[src/hw/rtl/bafe_pkg.sv]
// ----------------------------------------------------------------------------
// bafe_pkg
// shared types, constants and byte-wide helper functions of the advertising
// frame encoder
// ----------------------------------------------------------------------------
`default_nettype none

package bafe_pkg;

    // frame layout
    localparam logic [4:0] FRAME_LAST = 5'd30;
    localparam logic [4:0] ENC_START  = 5'd7;   // first whitened byte
    localparam logic [4:0] MAP_START  = 5'd15;  // first data map byte
    localparam logic [4:0] ICRC_HI    = 5'd27;
    localparam logic [4:0] ICRC_LO    = 5'd28;
    localparam logic [4:0] OCRC_HI    = 5'd29;

    // crc pass: 12 map bytes, then the two inner crc bytes into the outer crc
    localparam logic [3:0] MAP_CRC_BYTES = 4'd12;
    localparam logic [3:0] CRC_INNER_HI  = 4'd12;
    localparam logic [3:0] CRC_PASS_DONE = 4'd14;

    localparam logic [15:0] SEED_MASK   = 16'hFFF5;
    localparam logic [7:0]  ID_MID_MASK = 8'hF0;
    localparam logic [15:0] CRC_POLY    = 16'h1021;
    localparam logic [6:0]  LFSR_INIT   = 7'h6F;
    localparam logic [7:0]  LFSR_TAPS   = 8'h11;

    localparam logic [7:0] HDR_BYTES [0:6] = '{
        8'h02, 8'h01, 8'h01, 8'h1B, 8'h03, 8'h77, 8'hF8
    };

    localparam logic [7:0] PREFIX_BYTES [0:7] = '{
        8'hAA, 8'h98, 8'h43, 8'hAF, 8'h0B, 8'h46, 8'h46, 8'h46
    };

    typedef struct packed {
        logic init;
        logic en;
    } crc_ctl_t;

    typedef struct packed {
        logic [7:0] mask;
        logic [6:0] lfsr;
    } wh_step_t;

    // crc16 ccitt, msb first, one byte
    function automatic logic [15:0] crc16_byte(input logic [15:0] crc_in,
                                               input logic [7:0]  data);
        logic [15:0] crc;
        crc = crc_in ^ {data, 8'h00};
        for (int k = 0; k < 8; k++) begin
            if (crc[15])
                crc = {crc[14:0], 1'b0} ^ CRC_POLY;
            else
                crc = {crc[14:0], 1'b0};
        end
        return crc;
    endfunction

    // outer crc start value: prefix bytes one through five from all ones
    function automatic logic [15:0] prefix_crc();
        logic [15:0] crc;
        crc = 16'hFFFF;
        for (int i = 1; i < 6; i++) begin
            crc = crc16_byte(crc, PREFIX_BYTES[i]);
        end
        return crc;
    endfunction

    localparam logic [15:0] OUTER_SEED = prefix_crc();

    function automatic logic [7:0] bit_rev8(input logic [7:0] x);
        logic [7:0] r;
        for (int i = 0; i < 8; i++) begin
            r[i] = x[7-i];
        end
        return r;
    endfunction

    // eight lfsr shifts, mask collected lsb first
    function automatic wh_step_t whiten_step(input logic [6:0] lfsr_in);
        wh_step_t   res;
        logic [7:0] r;
        logic [6:0] s;
        s = lfsr_in;
        res.mask = 8'h00;
        for (int j = 0; j < 8; j++) begin
            r = {s, 1'b0};
            if (r[7]) begin
                r = r ^ LFSR_TAPS;
                res.mask[j] = 1'b1;
            end
            s = r[6:0];
        end
        res.lfsr = s;
        return res;
    endfunction

endpackage

`default_nettype wire

[src/hw/rtl/bafe_crc16.sv]
// ----------------------------------------------------------------------------
// bafe_crc16
// byte-serial crc16 register: loads a seed, then while enabled folds in one byte per cycle
// ----------------------------------------------------------------------------
`default_nettype none

module bafe_crc16
(
    input  wire logic               clk,
    input  wire logic               rst_n,
    input  wire bafe_pkg::crc_ctl_t ctl,
    input  wire logic [15:0]        seed,
    input  wire logic [7:0]         data,
    output logic [15:0]             crc
);

    logic [15:0] crc_reg;
    logic [15:0] crc_next;

    always_comb
    begin
        crc_next = crc_reg;
        if (ctl.init)
            crc_next = seed;
        else if (ctl.en)
            crc_next = bafe_pkg::crc16_byte(crc_reg, data);
    end

    always_ff @(posedge clk or negedge rst_n)
    begin
        if (!rst_n)
            crc_reg <= 16'h0000;
        else
            crc_reg <= crc_next;
    end

    assign crc = crc_reg;

endmodule

`default_nettype wire

[src/hw/rtl/bafe_whitener.sv]
// ----------------------------------------------------------------------------
// bafe_whitener
// bit reversal and 7-bit lfsr whitening, one byte per advance
// ----------------------------------------------------------------------------
`default_nettype none

module bafe_whitener
(
    input  wire logic       clk,
    input  wire logic       rst_n,
    input  wire logic       restart,
    input  wire logic       advance,
    input  wire logic [7:0] raw_byte,
    output logic [7:0]      coded_byte
);

    logic [6:0]         lfsr_reg;
    logic [6:0]         lfsr_next;
    bafe_pkg::wh_step_t step;

    assign step       = bafe_pkg::whiten_step(lfsr_reg);
    assign coded_byte = bafe_pkg::bit_rev8(raw_byte) ^ step.mask;

    always_comb
    begin
        lfsr_next = lfsr_reg;
        if (restart)
            lfsr_next = bafe_pkg::LFSR_INIT;
        else if (advance)
            lfsr_next = step.lfsr;
    end

    always_ff @(posedge clk or negedge rst_n)
    begin
        if (!rst_n)
            lfsr_reg <= bafe_pkg::LFSR_INIT;
        else
            lfsr_reg <= lfsr_next;
    end

endmodule

`default_nettype wire

[src/hw/rtl/ble_adv_frame_encoder.sv]
// ----------------------------------------------------------------------------
// ble_adv_frame_encoder
// turns one lamp command into the 31-byte advertising payload, one byte per
// output transaction, with inner/outer crc16 and lfsr whitening
// ----------------------------------------------------------------------------
//
//  channel   dir  width  transaction
//  s_axis    in   80     one lamp command
//  m_axis    out  16     one payload byte, tlast on byte 30
//
//  when the output never stalls, a command is accepted and then one byte per
//  cycle goes through the output register; the output byte stream is what
//  sets the pace
//  the crc pass (one byte per cycle) runs under the header and prefix
//  bytes; a map byte is only released once that pass is done
//  output stalls hold the byte in the output register and freeze the stream
//  the next command is taken as soon as byte 30 sits in the output register
//  reset: idle, output register empty, lfsr at 0x6F
//
`default_nettype none

module ble_adv_frame_encoder
(
    input  wire logic        clk,
    input  wire logic        rst_n,
    // command in
    input  wire logic        s_axis_tvalid,
    output logic             s_axis_tready,
    // [7:0] opcode, [15:8] arg_zero, [23:16] arg_one, [31:24] arg_two,
    // [55:32] remote_id, [63:56] tx_counter, [79:64] random_word
    input  wire logic [79:0] s_axis_tdata,
    // payload byte out
    output logic             m_axis_tvalid,
    input  wire logic        m_axis_tready,
    // [7:0] frame_byte, [12:8] byte_index, [15:13] zero
    output logic [15:0]      m_axis_tdata,
    output logic             m_axis_tlast   // last_byte
);

    typedef enum logic [1:0] {
        S_IDLE = 2'b01,
        S_BUSY = 2'b10
    } state_t;

    state_t      state_reg;
    state_t      state_next;

    // command fields
    logic [7:0]  opcode;
    logic [7:0]  arg_zero;
    logic [7:0]  arg_one;
    logic [7:0]  arg_two;
    logic [23:0] remote_id;
    logic [7:0]  tx_counter;
    logic [15:0] random_word;
    logic [15:0] seed;

    assign opcode        = s_axis_tdata[7:0];
    assign arg_zero      = s_axis_tdata[15:8];
    assign arg_one       = s_axis_tdata[23:16];
    assign arg_two       = s_axis_tdata[31:24];
    assign remote_id     = s_axis_tdata[55:32];
    assign tx_counter    = s_axis_tdata[63:56];
    assign random_word   = s_axis_tdata[79:64];
    assign seed          = random_word & bafe_pkg::SEED_MASK;

    // data map bytes 0..11, rotated one byte per cycle when rotate is set, byte 0 is the tap
    logic [7:0]  map_reg  [12];
    logic [7:0]  map_next [12];

    logic [3:0]  crc_cnt_reg;    // crc pass progress
    logic [3:0]  crc_cnt_next;
    logic [4:0]  idx_reg;        // index of the next byte to load
    logic [4:0]  idx_next;

    // output register
    logic        out_valid_reg;
    logic        out_valid_next;
    logic [7:0]  out_byte_reg;
    logic [7:0]  out_byte_next;
    logic [4:0]  out_idx_reg;
    logic [4:0]  out_idx_next;
    logic        out_last_reg;
    logic        out_last_next;

    logic        accept;
    logic        busy;
    logic        crc_map_phase;
    logic        crc_done;
    logic        out_free;
    logic        src_ok;
    logic        load;
    logic        rotate;
    logic        is_hdr;

    bafe_pkg::crc_ctl_t inner_ctl;
    bafe_pkg::crc_ctl_t outer_ctl;
    logic [15:0] inner_crc;
    logic [15:0] outer_crc;
    logic [7:0]  outer_data;
    logic [7:0]  raw_byte;
    logic [7:0]  coded_byte;
    logic [2:0]  prefix_sel;

    assign busy          = (state_reg == S_BUSY);
    assign s_axis_tready = (state_reg == S_IDLE);
    assign accept        = s_axis_tvalid && s_axis_tready;

    assign crc_map_phase = busy && (crc_cnt_reg < bafe_pkg::MAP_CRC_BYTES);
    assign crc_done      = (crc_cnt_reg == bafe_pkg::CRC_PASS_DONE);

    // header and prefix bytes are constants, everything later waits on the crcs
    assign out_free = !out_valid_reg || m_axis_tready;
    assign src_ok   = (idx_reg < bafe_pkg::MAP_START) || crc_done;
    assign load     = busy && out_free && src_ok;
    assign is_hdr   = (idx_reg < bafe_pkg::ENC_START);

    // the map register turns during the crc pass and again while map bytes go out
    assign rotate = crc_map_phase ||
                    (load && (idx_reg >= bafe_pkg::MAP_START) &&
                     (idx_reg < bafe_pkg::ICRC_HI));

    // crc units
    assign inner_ctl.init = accept;
    assign inner_ctl.en   = crc_map_phase;
    assign outer_ctl.init = accept;
    assign outer_ctl.en   = busy && !crc_done;

    always_comb
    begin
        if (crc_cnt_reg < bafe_pkg::MAP_CRC_BYTES)
            outer_data = map_reg[0];
        else if (crc_cnt_reg == bafe_pkg::CRC_INNER_HI)
            outer_data = inner_crc[15:8];
        else
            outer_data = inner_crc[7:0];
    end

    bafe_crc16 u_inner_crc
    (
        .clk   (clk),
        .rst_n (rst_n),
        .ctl   (inner_ctl),
        .seed  (~seed),
        .data  (map_reg[0]),
        .crc   (inner_crc)
    );

    bafe_crc16 u_outer_crc
    (
        .clk   (clk),
        .rst_n (rst_n),
        .ctl   (outer_ctl),
        .seed  (bafe_pkg::OUTER_SEED),
        .data  (outer_data),
        .crc   (outer_crc)
    );

    // byte source for the whitened part of the frame
    assign prefix_sel = 3'(idx_reg - bafe_pkg::ENC_START);

    always_comb
    begin
        if (idx_reg < bafe_pkg::MAP_START)
            raw_byte = bafe_pkg::PREFIX_BYTES[prefix_sel];
        else if (idx_reg < bafe_pkg::ICRC_HI)
            raw_byte = map_reg[0];
        else if (idx_reg == bafe_pkg::ICRC_HI)
            raw_byte = inner_crc[15:8];
        else if (idx_reg == bafe_pkg::ICRC_LO)
            raw_byte = inner_crc[7:0];
        else if (idx_reg == bafe_pkg::OCRC_HI)
            raw_byte = outer_crc[15:8];
        else
            raw_byte = outer_crc[7:0];
    end

    bafe_whitener u_whitener
    (
        .clk        (clk),
        .rst_n      (rst_n),
        .restart    (accept),
        .advance    (load && !is_hdr),
        .raw_byte   (raw_byte),
        .coded_byte (coded_byte)
    );

    // map register
    always_comb
    begin
        for (int i = 0; i < 12; i++) begin
            map_next[i] = map_reg[i];
        end
        if (accept) begin
            map_next[0]  = opcode;
            map_next[1]  = remote_id[7:0];
            map_next[2]  = remote_id[15:8] & bafe_pkg::ID_MID_MASK;
            map_next[3]  = arg_zero;
            map_next[4]  = arg_one;
            map_next[5]  = arg_two;
            map_next[6]  = tx_counter;
            map_next[7]  = 8'h00;
            map_next[8]  = seed[7:0] ^ remote_id[23:16];
            map_next[9]  = seed[7:0];
            map_next[10] = seed[15:8];
            map_next[11] = seed[7:0];
        end
        else if (rotate) begin
            for (int i = 0; i < 11; i++) begin
                map_next[i] = map_reg[i+1];
            end
            map_next[11] = map_reg[0];
        end
    end

    always_ff @(posedge clk)
    begin
        for (int i = 0; i < 12; i++) begin
            map_reg[i] <= map_next[i];
        end
    end

    // control and output register
    always_comb
    begin
        state_next     = state_reg;
        crc_cnt_next   = crc_cnt_reg;
        idx_next       = idx_reg;
        out_valid_next = out_valid_reg;
        out_byte_next  = out_byte_reg;
        out_idx_next   = out_idx_reg;
        out_last_next  = out_last_reg;

        if (out_valid_reg && m_axis_tready)
            out_valid_next = 1'b0;

        if (busy && !crc_done)
            crc_cnt_next = crc_cnt_reg + 4'd1;

        if (load) begin
            out_valid_next = 1'b1;
            out_byte_next  = is_hdr ? bafe_pkg::HDR_BYTES[idx_reg[2:0]] : coded_byte;
            out_idx_next   = idx_reg;
            out_last_next  = (idx_reg == bafe_pkg::FRAME_LAST);
            idx_next       = idx_reg + 5'd1;
            if (idx_reg == bafe_pkg::FRAME_LAST)
                state_next = S_IDLE;
        end

        case (state_reg)
            S_IDLE:
            begin
                if (accept) begin
                    state_next   = S_BUSY;
                    crc_cnt_next = 4'd0;
                    idx_next     = 5'd0;
                end
            end
            S_BUSY:
            begin
            end
            default:
            begin
                state_next = S_IDLE;
            end
        endcase
    end

    always_ff @(posedge clk or negedge rst_n)
    begin
        if (!rst_n) begin
            state_reg     <= S_IDLE;
            crc_cnt_reg   <= bafe_pkg::CRC_PASS_DONE;
            idx_reg       <= 5'd0;
            out_valid_reg <= 1'b0;
        end
        else begin
            state_reg     <= state_next;
            crc_cnt_reg   <= crc_cnt_next;
            idx_reg       <= idx_next;
            out_valid_reg <= out_valid_next;
        end
    end

    always_ff @(posedge clk)
    begin
        out_byte_reg <= out_byte_next;
        out_idx_reg  <= out_idx_next;
        out_last_reg <= out_last_next;
    end

    assign m_axis_tvalid = out_valid_reg;
    assign m_axis_tdata  = {3'b000, out_idx_reg, out_byte_reg};
    assign m_axis_tlast  = out_last_reg;

endmodule

`default_nettype wire

[config.mk]
export PLATFORM = sky130hd
export DESIGN_NAME = ble_adv_frame_encoder
export DESIGN_NICKNAME = d
export VERILOG_FILES = /design/src/hw/rtl/bafe_pkg.sv /design/src/hw/rtl/bafe_crc16.sv /design/src/hw/rtl/bafe_whitener.sv /design/src/hw/rtl/ble_adv_frame_encoder.sv
export SDC_FILE = /design/constraint.sdc
export NUM_CORES = 1
export LEC_CHECK = 0
export BUFFER_PORTS_ARGS = -buffer_cell sky130_fd_sc_hd__buf_2
export CELL_PAD_IN_SITES_DETAIL_PLACEMENT = 0
export CELL_PAD_IN_SITES_GLOBAL_PLACEMENT = 1
export CORE_UTILIZATION = 42
export DETAILED_ROUTE_END_ITERATION = 16
export PLACE_DENSITY = 0.85
export SLEW_MARGIN = 20
export SYNTH_ARGS = -nofsm -noshare
export SYNTH_HDL_FRONTEND = slang
export SYNTH_SLANG_ARGS = --single-unit
[constraint.sdc]
create_clock -name clk -period 3.58 [get_ports clk]
set_input_delay 0.537 -clock clk [delete_from_list [all_inputs] [get_ports clk]]
set_output_delay 0.537 -clock clk [all_outputs]
set_load 0.005 [all_outputs]
==> metrics.csv <==
metric;value;unit
status;finished clean;
Cell Pwr Density;894;nW/um2
Pint;5430;uW
Power Total;8600;uW
Initial DRC Count;395;
Final Skew;0.0104;ns
WL final;19.6;mm
dpl hpwl;13.2;mm
setup bufs post-CTS;0;
number of flip-flops in the largest register;96;
Synth Area per Inst;11.0;um2
worst slew pin tran;0.884;ns
DRC viols;0;
Max Transition Viols Final;0;
Ant. Diodes;0;
critical path's slowest cell;dfrtp_1;
final-layout fill cell count;1804;
antenna viol nets, final;0;
GRT Resource Usage Total;19.7;%
first-pass GRT wire length;30.5;mm
Worst Path Required;3.71;ns
Hold Buf Count CTS;0;
layout cell share with drive strength beyond 1;20.7;%
Lkg Pwr;0.00369;uW
drt wl/cell;17.7;um
critical path fanouts, max;80;
Die X;143;um
Num CTS Buffers;17;
unrepaired setup endpoints after global routing;no;
Top cell by count, worst path;ha_1;
number of synthesized register bits;161;
largest net degree at the start of global routing;81;
DP Cell Count;1075;
Die ar.;20600;um2
Peak supply drop;426;uV
vias in the first global route;5639;
initial antenna violation count;0;
CP Launch Type;flop;
crit path time final;2.94;ns
Post-synth EDFFs;94;
Core Area;19500;um2
maximum clock path buffer count;2;
Vias;6016;
part of the power in combinational logic;38.4;%
Non-Filler Instances;1107;
Skew-Pair Late Insertion Delay;0.42;ns
# rows;51;
max incr delay on CP;0.56;ns
H-tree depth;4;
final setup violating endpoints;0;
TritonCTS clock tree;built;
HP Class;input pin to async pin;
gr ovfl total;0;
NetSw;3170;uW
setup TNS;0;ns
async set-reset flop share out of synthesis;31.7;%
# nets final;924;
clock sink count;161;
CP endpoint kind;flop;
clk slew on worst S/H paths;0.07;ns
Final Cycle Share;82.2;%
Port Buffers;93;
Seq pwr share;40.7;%
critical-path cell list;ha_1 -> and3_1 -> ha_1 -> o32ai_2 -> nor2b_1 -> nor3_1 -> clkinvlp_4 -> buf_12;
Placer Congestion;0.871;
Peak Freq;340;MHz
Max Cap Viol;0;
Yosys warning count;0;
arrival time worst endpoint;3.07;ns
register area;4430;um2
Yosys cell types;59;
Synth Instances;763;
post-DR vias/cell;5.43;
sequential fraction of the synthesis area;52.8;%
Clock Power Share;20.9;%
post-CTS sizing;0;
Crit Path Class;flop to flop;
die height;143;um
Area Overhead vs Synth;14.6;%
area taken by multi-input logic gates;3630;um2
Hold Fails Final Rpt;0;
initial core utilization;43.0;%
top-level port count;103;
CTS root buffer;clkbuf_16;
drt first pass iters;5;
Primary FF master, synth;edfxtp_1;
switching fraction of total power;36.9;%
Worst slew margin;41.1;%
Synth Cell Area;8390;um2
-- through the flow --
step | util (%) | setup slack (ns) | area, um2 | hold WS (ns)
floorplan | - | 0.0192 | 8410 | 0.241
global placement | 46.3 | 0.685 | 9040 | 0.443
detailed placement | 46.3 | 0.674 | 9040 | 0.446
CTS | 49.3 | 0.648 | 9620 | 0.235
global route | 49.3 | 0.484 | 9620 | 0.273
finish | 49.3 | 0.639 | 9620 | 0.212
-- per-layer routing --
layer,track usage (%),part of all wire [%],vias to the layer above
li1,-,-,2889
met1,27.8,47,2946
met2,30.1,46,156
met3,4.20,4.7,25
met4,6.44,1.9,0
met5,0,0,-
-- power groups by stage --
stage | combinational, uW | sequential (uW) | clock (uW)
final | 3300 | 3500 | 1800
after global routing | 3630 | 3590 | 1900
after CTS | 3310 | 3500 | 1830
after detailed placement | 3260 | 3530 | 0
after global placement | 3210 | 3520 | 0
after floorplan | 2660 | 3320 | 0
-- kinds of logic (layout without fill, tap and decap cells) --
logic type | after synthesis | in the layout | share of synthesized area (%)
flip-flops | 161 | 161 | 52.8
AO/OA/AOI/OAI | 242 | 242 | 19.6
other | 1 | 3 | 0.0447
multiplexers | 18 | 18 | 2.89
buffers and inverters | 71 | 148 | 4.17
AND/OR/NAND/NOR | 182 | 182 | 9.82
XOR/XNOR | 77 | 77 | 9.02
adder cells (fa/ha/maj) | 11 | 11 | 1.64
-- synthesized netlist by cell type, drive strengths merged (14+ instances only) --
cell    count  area (um2)
a21oi      74         374
a22o       71         622
buf        31         200
clkbuf     30         113
dfrtp      41        1030
dfxtp      16         320
edfxtp     94        2820
mux2i      14         190
nand2      95         359
nand3      17        85.1
nor2       32         128
o211ai     15         113
o21ai      41         209
xnor2      48         503
xor2       29         254
-- cells in the final DEF (no fill, tap or decap), types with 5 or more instances in the layout --
cell	netlist	layout
a211oi_1	10	10
a21oi_1	73	73
a22o_1	71	71
a22oi_1	6	6
a2bb2oi_1	8	8
buf_2	18	93
buf_4	6	10
clkbuf_16	0	17
dfrtp_1	41	41
dfstp_2	10	10
dfxtp_1	16	16
edfxtp_1	94	94
ha_1	11	11
inv_1	10	9
mux2i_1	10	10
nand2_1	94	93
nand2b_1	5	5
nand3_1	17	17
nand3b_1	5	5
nor2_1	31	31
nor2b_1	7	6
o211ai_1	15	15
o21a_1	5	5
o21ai_0	29	29
o21ai_1	11	11
xnor2_1	40	40
xnor2_2	6	6
xor2_1	29	29
-- layout make-up --
class	count	share of cell area, %
multi-input combinational	533	37.8
clock inverter	11	1.35
clock buffer	21	4.68
inverter	10	0.429
tap	265	3.45
timing repair buffer	106	6.24
sequential	161	46.1
-- critical path, delay by kind of cell, from the launching register on --
family	cells	cell delay [ns]
AND/OR/NAND/NOR	3	0.72
adder cells (fa/ha/maj)	2	0.56
flip-flops	1	0.56
AO/OA/AOI/OAI	1	0.32
buffers and inverters	2	0.45
-- worst paths after layout --
check | cells past startpoint | slack (ns) | end | start
worst max-delay path | 8 | 0.64 | map_reg[2][20]$_DFFE_PP_ | idx_reg[0]$_DFF_PN0_
worst min-delay path | 1 | 0.21 | crc_cnt_reg[0]$_DFF_PN0_ | rst_n
worst max register to register | 8 | 0.64 | map_reg[2][20]$_DFFE_PP_ | idx_reg[0]$_DFF_PN0_
worst min register to register | 2 | 0.45 | map_reg[0][16]$_SDFFE_PP0N_ | map_reg[0][16]$_SDFFE_PP0N_
max in group asynchronous | 2 | 2.53 | u_whitener.lfsr_reg[0]$_DFFE_PN1P_ | rst_n
min in group clk | 2 | 0.37 | u_inner_crc.crc[7]$_DFFE_PN0P_ | s_axis_tdata[71]
Note: power is estimated with default switching activity, not from simulation.
